$ cat config.mk
export PLATFORM = sky130hd
export DESIGN_NAME = button_debounce_long_press
export DESIGN_NICKNAME = d
export VERILOG_FILES = /design/src/bdlp_pkg.sv /design/src/bdlp_cfg.sv /design/src/bdlp_in_stage.sv /design/src/bdlp_core.sv /design/src/bdlp_out_stage.sv /design/src/button_debounce_long_press.sv
export SDC_FILE = /design/constraint.sdc
export NUM_CORES = 1
export LEC_CHECK = 0
export BUFFER_PORTS_ARGS = -buffer_cell sky130_fd_sc_hd__buf_2
export CORE_MARGIN = 5
export CORE_UTILIZATION = 30
export DETAILED_ROUTE_END_ITERATION = 12
export GPL_TIMING_DRIVEN = 0
export PLACE_DENSITY = 0.54
export SETUP_SLACK_MARGIN = 0.02
export SLEW_MARGIN = 20
export SYNTH_ARGS = -nofsm -noshare
export SYNTH_HDL_FRONTEND = slang
export SYNTH_SLANG_ARGS = --single-unit
$ cat constraint.sdc
create_clock -name i_clk -period 10.9 [get_ports i_clk]
set_input_delay 1.09 -clock i_clk [delete_from_list [all_inputs] [get_ports i_clk]]
set_output_delay 1.09 -clock i_clk [all_outputs]
set_load 0.03 [all_outputs]
$ cat src/bdlp_pkg.sv
// Package for the debounced button with long-press detection.
// Holds the item, result and configuration types, the state and event codes and
// the register indexes. It has no dependencies.
package bdlp_pkg;

    localparam int unsigned TIME_W   = 32;
    localparam int unsigned MS_W     = 16;
    localparam int unsigned STATE_W  = 3;
    localparam int unsigned EVENT_W  = 2;
    localparam int unsigned CFG_IDX_W = 2;
    localparam int unsigned CFG_DATA_W = 16;
    localparam int unsigned S_TDATA_W = 40;
    localparam int unsigned M_TDATA_W = 8;

    // Button qualifier states
    localparam logic [STATE_W-1:0] ST_INACTIVE       = 3'd0;
    localparam logic [STATE_W-1:0] ST_PRESS_BOUNCE   = 3'd1;
    localparam logic [STATE_W-1:0] ST_ACTIVE         = 3'd2;
    localparam logic [STATE_W-1:0] ST_LONG_HELD      = 3'd3;
    localparam logic [STATE_W-1:0] ST_RELEASE_BOUNCE = 3'd4;

    // Latched event codes
    localparam logic [EVENT_W-1:0] EV_NONE     = 2'd0;
    localparam logic [EVENT_W-1:0] EV_PRESSED  = 2'd1;
    localparam logic [EVENT_W-1:0] EV_RELEASED = 2'd2;
    localparam logic [EVENT_W-1:0] EV_LONG     = 2'd3;

    // Item operations
    localparam logic OP_POLL  = 1'b0;
    localparam logic OP_CHECK = 1'b1;

    // Register indexes
    localparam logic [CFG_IDX_W-1:0] CFG_DEBOUNCE_MS   = 2'd0;
    localparam logic [CFG_IDX_W-1:0] CFG_LONG_PRESS_MS = 2'd1;
    localparam logic [CFG_IDX_W-1:0] CFG_ACTIVE_LEVEL  = 2'd2;

    // Register reset values
    localparam logic [MS_W-1:0] DEBOUNCE_MS_RST   = 16'd50;
    localparam logic [MS_W-1:0] LONG_PRESS_MS_RST = 16'd1500;
    localparam logic            ACTIVE_LEVEL_RST  = 1'b0;

    typedef struct packed {
        logic               op;
        logic               pin_level;
        logic [TIME_W-1:0]  now_ms;
        logic [EVENT_W-1:0] asked_event;
    } t_item;

    typedef struct packed {
        logic               check_hit;
        logic [EVENT_W-1:0] latched_event;
        logic [STATE_W-1:0] button_state;
    } t_result;

    typedef struct packed {
        logic [MS_W-1:0] debounce_ms;
        logic [MS_W-1:0] long_press_ms;
        logic            active_level;
    } t_cfg;

endpackage

$ cat src/bdlp_cfg.sv
// Configuration registers: debounce time, long-press time and active pin level.
// Depends on bdlp_pkg.
module bdlp_cfg (
    input  logic                              i_clk,
    input  logic                              i_rst_n,
    input  logic                              i_we,
    input  logic [bdlp_pkg::CFG_IDX_W-1:0]    i_idx,
    input  logic [bdlp_pkg::CFG_DATA_W-1:0]   i_data,
    output bdlp_pkg::t_cfg                    o_cfg
);

    bdlp_pkg::t_cfg r_cfg;

    always_ff @(posedge i_clk) begin
        if (!i_rst_n) begin
            r_cfg.debounce_ms   <= bdlp_pkg::DEBOUNCE_MS_RST;
            r_cfg.long_press_ms <= bdlp_pkg::LONG_PRESS_MS_RST;
            r_cfg.active_level  <= bdlp_pkg::ACTIVE_LEVEL_RST;
        end else if (i_we) begin
            unique case (i_idx)
                bdlp_pkg::CFG_DEBOUNCE_MS:   r_cfg.debounce_ms   <= i_data;
                bdlp_pkg::CFG_LONG_PRESS_MS: r_cfg.long_press_ms <= i_data;
                bdlp_pkg::CFG_ACTIVE_LEVEL:  r_cfg.active_level  <= i_data[0];
                default: ;  // unknown index, write dropped
            endcase
        end
    end

    assign o_cfg = r_cfg;

endmodule

$ cat src/bdlp_in_stage.sv
// Input register stage: holds one accepted transaction for the state logic.
// Depends on bdlp_pkg.
module bdlp_in_stage (
    input  logic            i_clk,
    input  logic            i_rst_n,
    input  logic            i_valid,
    output logic            o_ready,
    input  bdlp_pkg::t_item i_item,
    output logic            o_valid,
    input  logic            i_ready,
    output bdlp_pkg::t_item o_item
);

    logic            r_valid;
    bdlp_pkg::t_item r_item;

    assign o_ready = !r_valid || i_ready;

    always_ff @(posedge i_clk) begin
        if (!i_rst_n) begin
            r_valid <= 1'b0;
        end else if (o_ready) begin
            r_valid <= i_valid;
        end
    end

    always_ff @(posedge i_clk) begin
        if (o_ready && i_valid) begin
            r_item <= i_item;
        end
    end

    assign o_valid = r_valid;
    assign o_item  = r_item;

endmodule

$ cat src/bdlp_core.sv
// Button state machine, time mark and event latch; one item per cycle while i_fire is high.
// Depends on bdlp_pkg.
module bdlp_core (
    input  logic              i_clk,
    input  logic              i_rst_n,
    input  logic              i_fire,
    input  bdlp_pkg::t_item   i_item,
    input  bdlp_pkg::t_cfg    i_cfg,
    output bdlp_pkg::t_result o_result
);

    logic [bdlp_pkg::STATE_W-1:0] r_state, n_state;
    logic [bdlp_pkg::TIME_W-1:0]  r_mark,  n_mark;
    logic [bdlp_pkg::EVENT_W-1:0] r_event, n_event;
    logic [bdlp_pkg::TIME_W-1:0]  elapsed;
    logic                         pressed;
    logic                         deb_done;
    logic                         long_done;
    logic                         hit;

    assign pressed = (i_item.pin_level == i_cfg.active_level);
    assign elapsed = i_item.now_ms - r_mark;  // wraps mod 2^32

    // elapsed > 16-bit limit: any high bit set, or low half above the limit
    assign deb_done  = (|elapsed[bdlp_pkg::TIME_W-1:bdlp_pkg::MS_W]) ||
                       (elapsed[bdlp_pkg::MS_W-1:0] > i_cfg.debounce_ms);
    assign long_done = (|elapsed[bdlp_pkg::TIME_W-1:bdlp_pkg::MS_W]) ||
                       (elapsed[bdlp_pkg::MS_W-1:0] > i_cfg.long_press_ms);

    always_comb begin
        n_state = r_state;
        n_mark  = r_mark;
        n_event = r_event;
        hit     = 1'b0;
        if (i_item.op == bdlp_pkg::OP_POLL) begin
            unique case (r_state)
                bdlp_pkg::ST_INACTIVE: begin
                    if (pressed) begin
                        n_mark  = i_item.now_ms;
                        n_state = bdlp_pkg::ST_PRESS_BOUNCE;
                        n_event = bdlp_pkg::EV_PRESSED;
                    end
                end
                bdlp_pkg::ST_PRESS_BOUNCE: begin
                    if (deb_done) begin
                        n_mark  = i_item.now_ms;
                        n_state = bdlp_pkg::ST_ACTIVE;
                    end
                end
                bdlp_pkg::ST_ACTIVE: begin
                    // release wins over long press
                    if (!pressed) begin
                        n_mark  = i_item.now_ms;
                        n_state = bdlp_pkg::ST_RELEASE_BOUNCE;
                        n_event = bdlp_pkg::EV_RELEASED;
                    end else if (long_done) begin
                        n_state = bdlp_pkg::ST_LONG_HELD;
                        n_event = bdlp_pkg::EV_LONG;
                    end
                end
                bdlp_pkg::ST_LONG_HELD: begin
                    if (!pressed) begin
                        n_mark  = i_item.now_ms;
                        n_state = bdlp_pkg::ST_RELEASE_BOUNCE;
                    end
                end
                bdlp_pkg::ST_RELEASE_BOUNCE: begin
                    if (deb_done) begin
                        n_state = bdlp_pkg::ST_INACTIVE;
                    end
                end
                default: n_state = bdlp_pkg::ST_INACTIVE;
            endcase
        end else if (r_event == i_item.asked_event) begin
            n_event = bdlp_pkg::EV_NONE;
            hit     = 1'b1;
        end
    end

    always_ff @(posedge i_clk) begin
        if (!i_rst_n) begin
            r_state <= bdlp_pkg::ST_INACTIVE;
            r_mark  <= '0;
            r_event <= bdlp_pkg::EV_NONE;
        end else if (i_fire) begin
            r_state <= n_state;
            r_mark  <= n_mark;
            r_event <= n_event;
        end
    end

    assign o_result.check_hit     = hit;
    assign o_result.latched_event = n_event;
    assign o_result.button_state  = n_state;

endmodule

$ cat src/bdlp_out_stage.sv
// Output result register; takes a new result whenever empty or being drained.
// Depends on bdlp_pkg.
module bdlp_out_stage (
    input  logic              i_clk,
    input  logic              i_rst_n,
    input  logic              i_valid,
    output logic              o_ready,
    input  bdlp_pkg::t_result i_result,
    output logic              o_valid,
    input  logic              i_ready,
    output bdlp_pkg::t_result o_result
);

    logic              r_valid;
    bdlp_pkg::t_result r_result;

    assign o_ready = !r_valid || i_ready;

    always_ff @(posedge i_clk) begin
        if (!i_rst_n) begin
            r_valid <= 1'b0;
        end else if (o_ready) begin
            r_valid <= i_valid;
        end
    end

    always_ff @(posedge i_clk) begin
        if (o_ready && i_valid) begin
            r_result <= i_result;
        end
    end

    assign o_valid  = r_valid;
    assign o_result = r_result;

endmodule

$ cat src/button_debounce_long_press.sv
// Top level of the debounced button with long-press detection.
// Depends on bdlp_pkg, bdlp_cfg, bdlp_in_stage, bdlp_core and bdlp_out_stage.
//
//  channel   | direction | contents
//  ----------+-----------+------------------------------------------------
//  s_axis    | in        | poll or check transaction, tuser = op
//  m_axis    | out       | one result per input transaction
//  i_cfg_*   | in        | register write: 0 debounce, 1 long press, 2 level
//
// A transaction passes through the input register and then the result register;
// one transaction is taken per cycle while m_axis does not stall. The state update
// (wrapping time difference and compare) sits between the two registers.
// Reset is synchronous, active low; it empties both stages and loads defaults.
// A stall on m_axis backs up into s_axis once both registers are full.
module button_debounce_long_press (
    input  logic                                i_clk,
    input  logic                                i_rst_n,
    input  logic                                s_axis_tvalid,
    output logic                                s_axis_tready,
    // tdata: pin_level[0], now_ms[32:1], asked_event[34:33], zero fill [39:35]
    input  logic [bdlp_pkg::S_TDATA_W-1:0]      s_axis_tdata,
    // tuser: op (0 poll, 1 check and clear)
    input  logic                                s_axis_tuser,
    output logic                                m_axis_tvalid,
    input  logic                                m_axis_tready,
    // tdata: check_hit[0], latched_event[2:1], button_state[5:3], zero [7:6]
    output logic [bdlp_pkg::M_TDATA_W-1:0]      m_axis_tdata,
    input  logic                                i_cfg_we,
    input  logic [bdlp_pkg::CFG_IDX_W-1:0]      i_cfg_idx,
    input  logic [bdlp_pkg::CFG_DATA_W-1:0]     i_cfg_data
);

    bdlp_pkg::t_item   in_item;
    bdlp_pkg::t_item   stage_item;
    bdlp_pkg::t_result core_result;
    bdlp_pkg::t_result out_result;
    bdlp_pkg::t_cfg    cfg;
    logic              stage_valid;
    logic              out_ready;
    logic              fire;

    assign in_item.op          = s_axis_tuser;
    assign in_item.pin_level   = s_axis_tdata[0];
    assign in_item.now_ms      = s_axis_tdata[32:1];
    assign in_item.asked_event = s_axis_tdata[34:33];

    assign fire = stage_valid && out_ready;

    bdlp_cfg u_cfg (
        .i_clk   (i_clk),
        .i_rst_n (i_rst_n),
        .i_we    (i_cfg_we),
        .i_idx   (i_cfg_idx),
        .i_data  (i_cfg_data),
        .o_cfg   (cfg)
    );

    bdlp_in_stage u_in_stage (
        .i_clk   (i_clk),
        .i_rst_n (i_rst_n),
        .i_valid (s_axis_tvalid),
        .o_ready (s_axis_tready),
        .i_item  (in_item),
        .o_valid (stage_valid),
        .i_ready (out_ready),
        .o_item  (stage_item)
    );

    bdlp_core u_core (
        .i_clk    (i_clk),
        .i_rst_n  (i_rst_n),
        .i_fire   (fire),
        .i_item   (stage_item),
        .i_cfg    (cfg),
        .o_result (core_result)
    );

    bdlp_out_stage u_out_stage (
        .i_clk    (i_clk),
        .i_rst_n  (i_rst_n),
        .i_valid  (stage_valid),
        .o_ready  (out_ready),
        .i_result (core_result),
        .o_valid  (m_axis_tvalid),
        .i_ready  (m_axis_tready),
        .o_result (out_result)
    );

    assign m_axis_tdata = {2'b00, out_result.button_state,
                           out_result.latched_event, out_result.check_hit};

endmodule
==> tab_implementation.tex <==
\begin{tabular}{lr}
\hline
Metric & Value \\
\hline
\multicolumn{2}{l}{\textbf{Global routing}} \\
Global Route Usage Sum & 0.1320 \\
Grt ovf & 0 \\
Number of antenna violations at the first check in global routing & 0 \\
Largest net degree at the start of global routing & 32 \\
Number of global-route vias before repair & 6002 \\
Global-route wire length before repair & 30280 um \\
\multicolumn{2}{l}{\textbf{Placed design}} \\
Final GP Congestion & 0.8918 \\
Detailed-placement wirelength estimate & 14550 um \\
Standard cell area after detailed placement & 8237 um\^{}2 \\
Worst slack, placed & 5551 ps \\
Port Buffers & 65 \\
\multicolumn{2}{l}{\textbf{Synthesis}} \\
Synth async-reset ratio & 0 \\
Average size of a mapped cell & 8.932 um\^{}2 \\
EDFF count, synth & 42 \\
Post-synth top flop & dfxtp\_1 \\
Seq/Total Area, Yosys & 0.3615 \\
Synth Register Bits & 114 \\
Cell count after synthesis & 837 \\
Count of different cell masters after synthesis & 92 \\
Post-synth design cell area & 7476 um\^{}2 \\
Ys Warns & 0 \\
\multicolumn{2}{l}{\textbf{Finish}} \\
Utilization after layout & 0.3626 \\
Antenna Cells & 0 \\
Layout cells sized above 1 & 0.1677 \\
Most used cells in the layout excluding fill and tap cells & 169 x nand2\_1, 72 x inv\_1, 72 x dfxtp\_1 \\
Summed area of non-filler cells in the final layout & 8870 um\^{}2 \\
Leading cell type in the layout, fill and taps excluded & nand2\_1 \\
Number of nets in the final layout & 1051 \\
Area growth from synthesis to layout & 18.64\% \\
\multicolumn{2}{l}{\textbf{Drt}} \\
Routed via count & 5922 \\
Count of routing violations after the opening detailed-route iteration & 290 \\
Average wire length per cell after detail routing & 14.48 um \\
Highest routed layer & met4 \\
Detailed route wirelength on metal2 & 8121 um \\
First-pass iteration count of the detailed router & 4 \\
Routed wire length & 18240 um \\
Number of routed nets with antenna violations & 0 \\
Met3 wire length & 563 um \\
Routed metal-1 wirelength & 9243 um \\
Number of remaining DRC errors & 0 \\
Avg Vias per Cell & 4.700 \\
\multicolumn{2}{l}{\textbf{Worst setup path}} \\
Maximum fanout along the worst path & 10 \\
Launching element of the worst setup path & u\_in\_stage.o\_item[2] \\
Critical path arrival & 5610 ps \\
CP required & 11240 ps \\
Launching point of the worst reg2reg path & u\_in\_stage.o\_item[2] \\
Critical Path Sink Type & flop \\
Kind of critical path & flop to flop \\
Critical Path Source Type & flop \\
\multicolumn{2}{l}{\textbf{Clocking}} \\
Clock-pin slew on the worst setup and hold paths & 50 ps \\
Clock buffer depth & 2 \\
Total of cells resized after clock tree synthesis & 0 \\
TritonCTS sink count & 114 \\
H-tree depth & 4 \\
Clk\_lat worst skew & 420 ps \\
CTS tree & yes \\
CTS root buffer & clkbuf\_16 \\
Number of buffers inserted by hold repair at cts & 0 \\
Post-CTS Setup Bufs & 0 \\
Clock buffers created by TritonCTS & 17 \\
\multicolumn{2}{l}{\textbf{Timing}} \\
Final Skew & 6.963 ps \\
Headroom to the max-slew limit & 0.4315 \\
Portion of the clock cycle consumed by the worst path in the final layout & 0.4836 \\
Number of endpoints with negative hold slack in the final report & 0 \\
Setup repair after global routing missed its margin & false \\
Final critical-path required period & 5272 ps \\
Final setup margin & 5628 ps \\
Worst-Margin Slew & 831.2 ps \\
Final slew viol count & 0 \\
Total setup violations reported at the end of the flow & 0 \\
Max Clk Rate & 189.7 MHz \\
Final sum of negative setup slack & 0 ps \\
\multicolumn{2}{l}{\textbf{Floorplanning}} \\
Placeable core region & 24460 um\^{}2 \\
Horizontal die dimension & 167.9 um \\
Site Rows & 57 \\
Total die area & 28180 um\^{}2 \\
Count of boundary I/O pins & 74 \\
Die Y & 167.9 um \\
Initial standard-cell utilization of the core & 0.3056 \\
\multicolumn{2}{l}{\textbf{Outcome}} \\
Status & complete, no violations \\
\multicolumn{2}{l}{\textbf{Min path}} \\
Startpoint of the lowest-slack hold path & u\_core.r\_mark[11] \\
Hold crit path type & flop to flop \\
\multicolumn{2}{l}{\textbf{Pwr}} \\
Leakage & 3.403 nW \\
Power density over the cells & 148.0 nW/um\^{}2 \\
Peak supply drop & 60.44 uV \\
\multicolumn{2}{l}{\textbf{Run}} \\
Number of maximum-capacitance constraint violations & 0 \\
\hline
\end{tabular}
## sequential cells by signal, indices dropped and copies added (netlist names)
name	flops
u_out_stage.o_result	6
u_cfg.o_cfg	33
u_in_stage.o_item	36
u_in_stage.o_valid	1
u_core.r_mark	32
u_core.r_state	3
u_core.r_event	2
u_out_stage.o_valid	1
## worst max-delay path: stages (launching register included)
cell       delay [ps]
edfxtp_1          390
inv_1              80
ha_1              190
fa_1              220
and2b_1           210
o2111ai_2         290
nand2_1           110
and2_1            170
o21ai_0           120
nor2b_1           210
o21bai_1           80
a21oi_1           170
xnor2_1           120
ha_1              310
a21o_1            110
a21oi_1            50
o21ai_0           250
a2111oi_0         130
a211oi_1          620
o41ai_4           220
a311oi_4          650
buf_6             270
mux2i_1           200
## power by group
part | internal, W | leakage (nW) | switching [W] | total [W]
sequential | 0.000461 | 0.994 | 0.00000940 | 0.000470
combinational | 0.0000970 | 2.10 | 0.000143 | 0.000240
clock | 0.000408 | 0.311 | 0.000194 | 0.000602
## final timing paths
check	to	slack, ps	depth (start not counted)
setup / recovery	u_core.r_mark[23]	5630	22
hold / removal	u_core.r_mark[11]	450	2
setup reg to reg	u_core.r_mark[23]	5630	22
hold reg to reg	u_core.r_mark[11]	450	2
## cell type report
type                            instances  area (um^2)
Buffer                                 37        269.0
Clock inverter                         12        186.4
Fill cell                            2503        15590
Inverter                               72        270.3
Sequential cell                       114         2703
Timing Repair Buffer                   66        345.3
Tap cell                              324        405.4
Multi-Input combinational cell        615         4244
Clock buffer                           20        446.7
## synthesized netlist by cell type (4+ instances only)
cell type,n,share of area
buf_6,6,0.0090
nand2_1,169,0.085
xor2_1,7,0.0082
ha_1,63,0.11
o21ai_0,23,0.015
o211ai_1,13,0.013
clkbuf_1,13,0.0065
dfxtp_1,72,0.19
or3_1,4,0.0033
a31oi_1,4,0.0033
dlygate4sd3_1,4,0.0054
o21ai_1,6,0.0040
buf_4,5,0.0050
inv_1,72,0.036
edfxtp_1,42,0.17
a21boi_0,26,0.026
nor3_1,6,0.0040
and2_1,7,0.0059
nand3_1,10,0.0067
nand4_1,14,0.012
nor2b_1,8,0.0067
nor2_1,41,0.021
xnor2_1,13,0.015
o21a_1,14,0.014
a21oi_2,6,0.0070
a21o_1,12,0.012
mux2i_1,35,0.047
a21oi_1,45,0.030
## metrics by stage
step	cells	power, W	hold slack, ps
detailed placement	1228	0.0007204	448.6
floorplan	838	0.0006539	434.7
global placement	1227	0.0007169	442.1
global route	1260	0.001378	476.6
CTS	1260	0.001330	457.4
finish	1260	0.001312	453.4
## cells by family (layout without fill, tap and decap cells)
family | Yosys count | count (layout) | share of synthesized area
other cells | 1 | 2 | 0.0005016
xor+xnor | 20 | 20 | 0.02343
flops | 114 | 114 | 0.3615
fa+ha+maj | 64 | 64 | 0.1081
simple gates | 286 | 286 | 0.1761
buf+inv | 109 | 207 | 0.07213
compound gates | 206 | 206 | 0.2080
mux | 37 | 37 | 0.05021
## layer usage
layer  up-vias  track usage
met2        92       0.2063
met4         0      0.04622
met1      2680       0.1812
met5         -            0
met3        23      0.02767
li1       3127            -
Note: power is estimated with default switching activity, not from simulation.
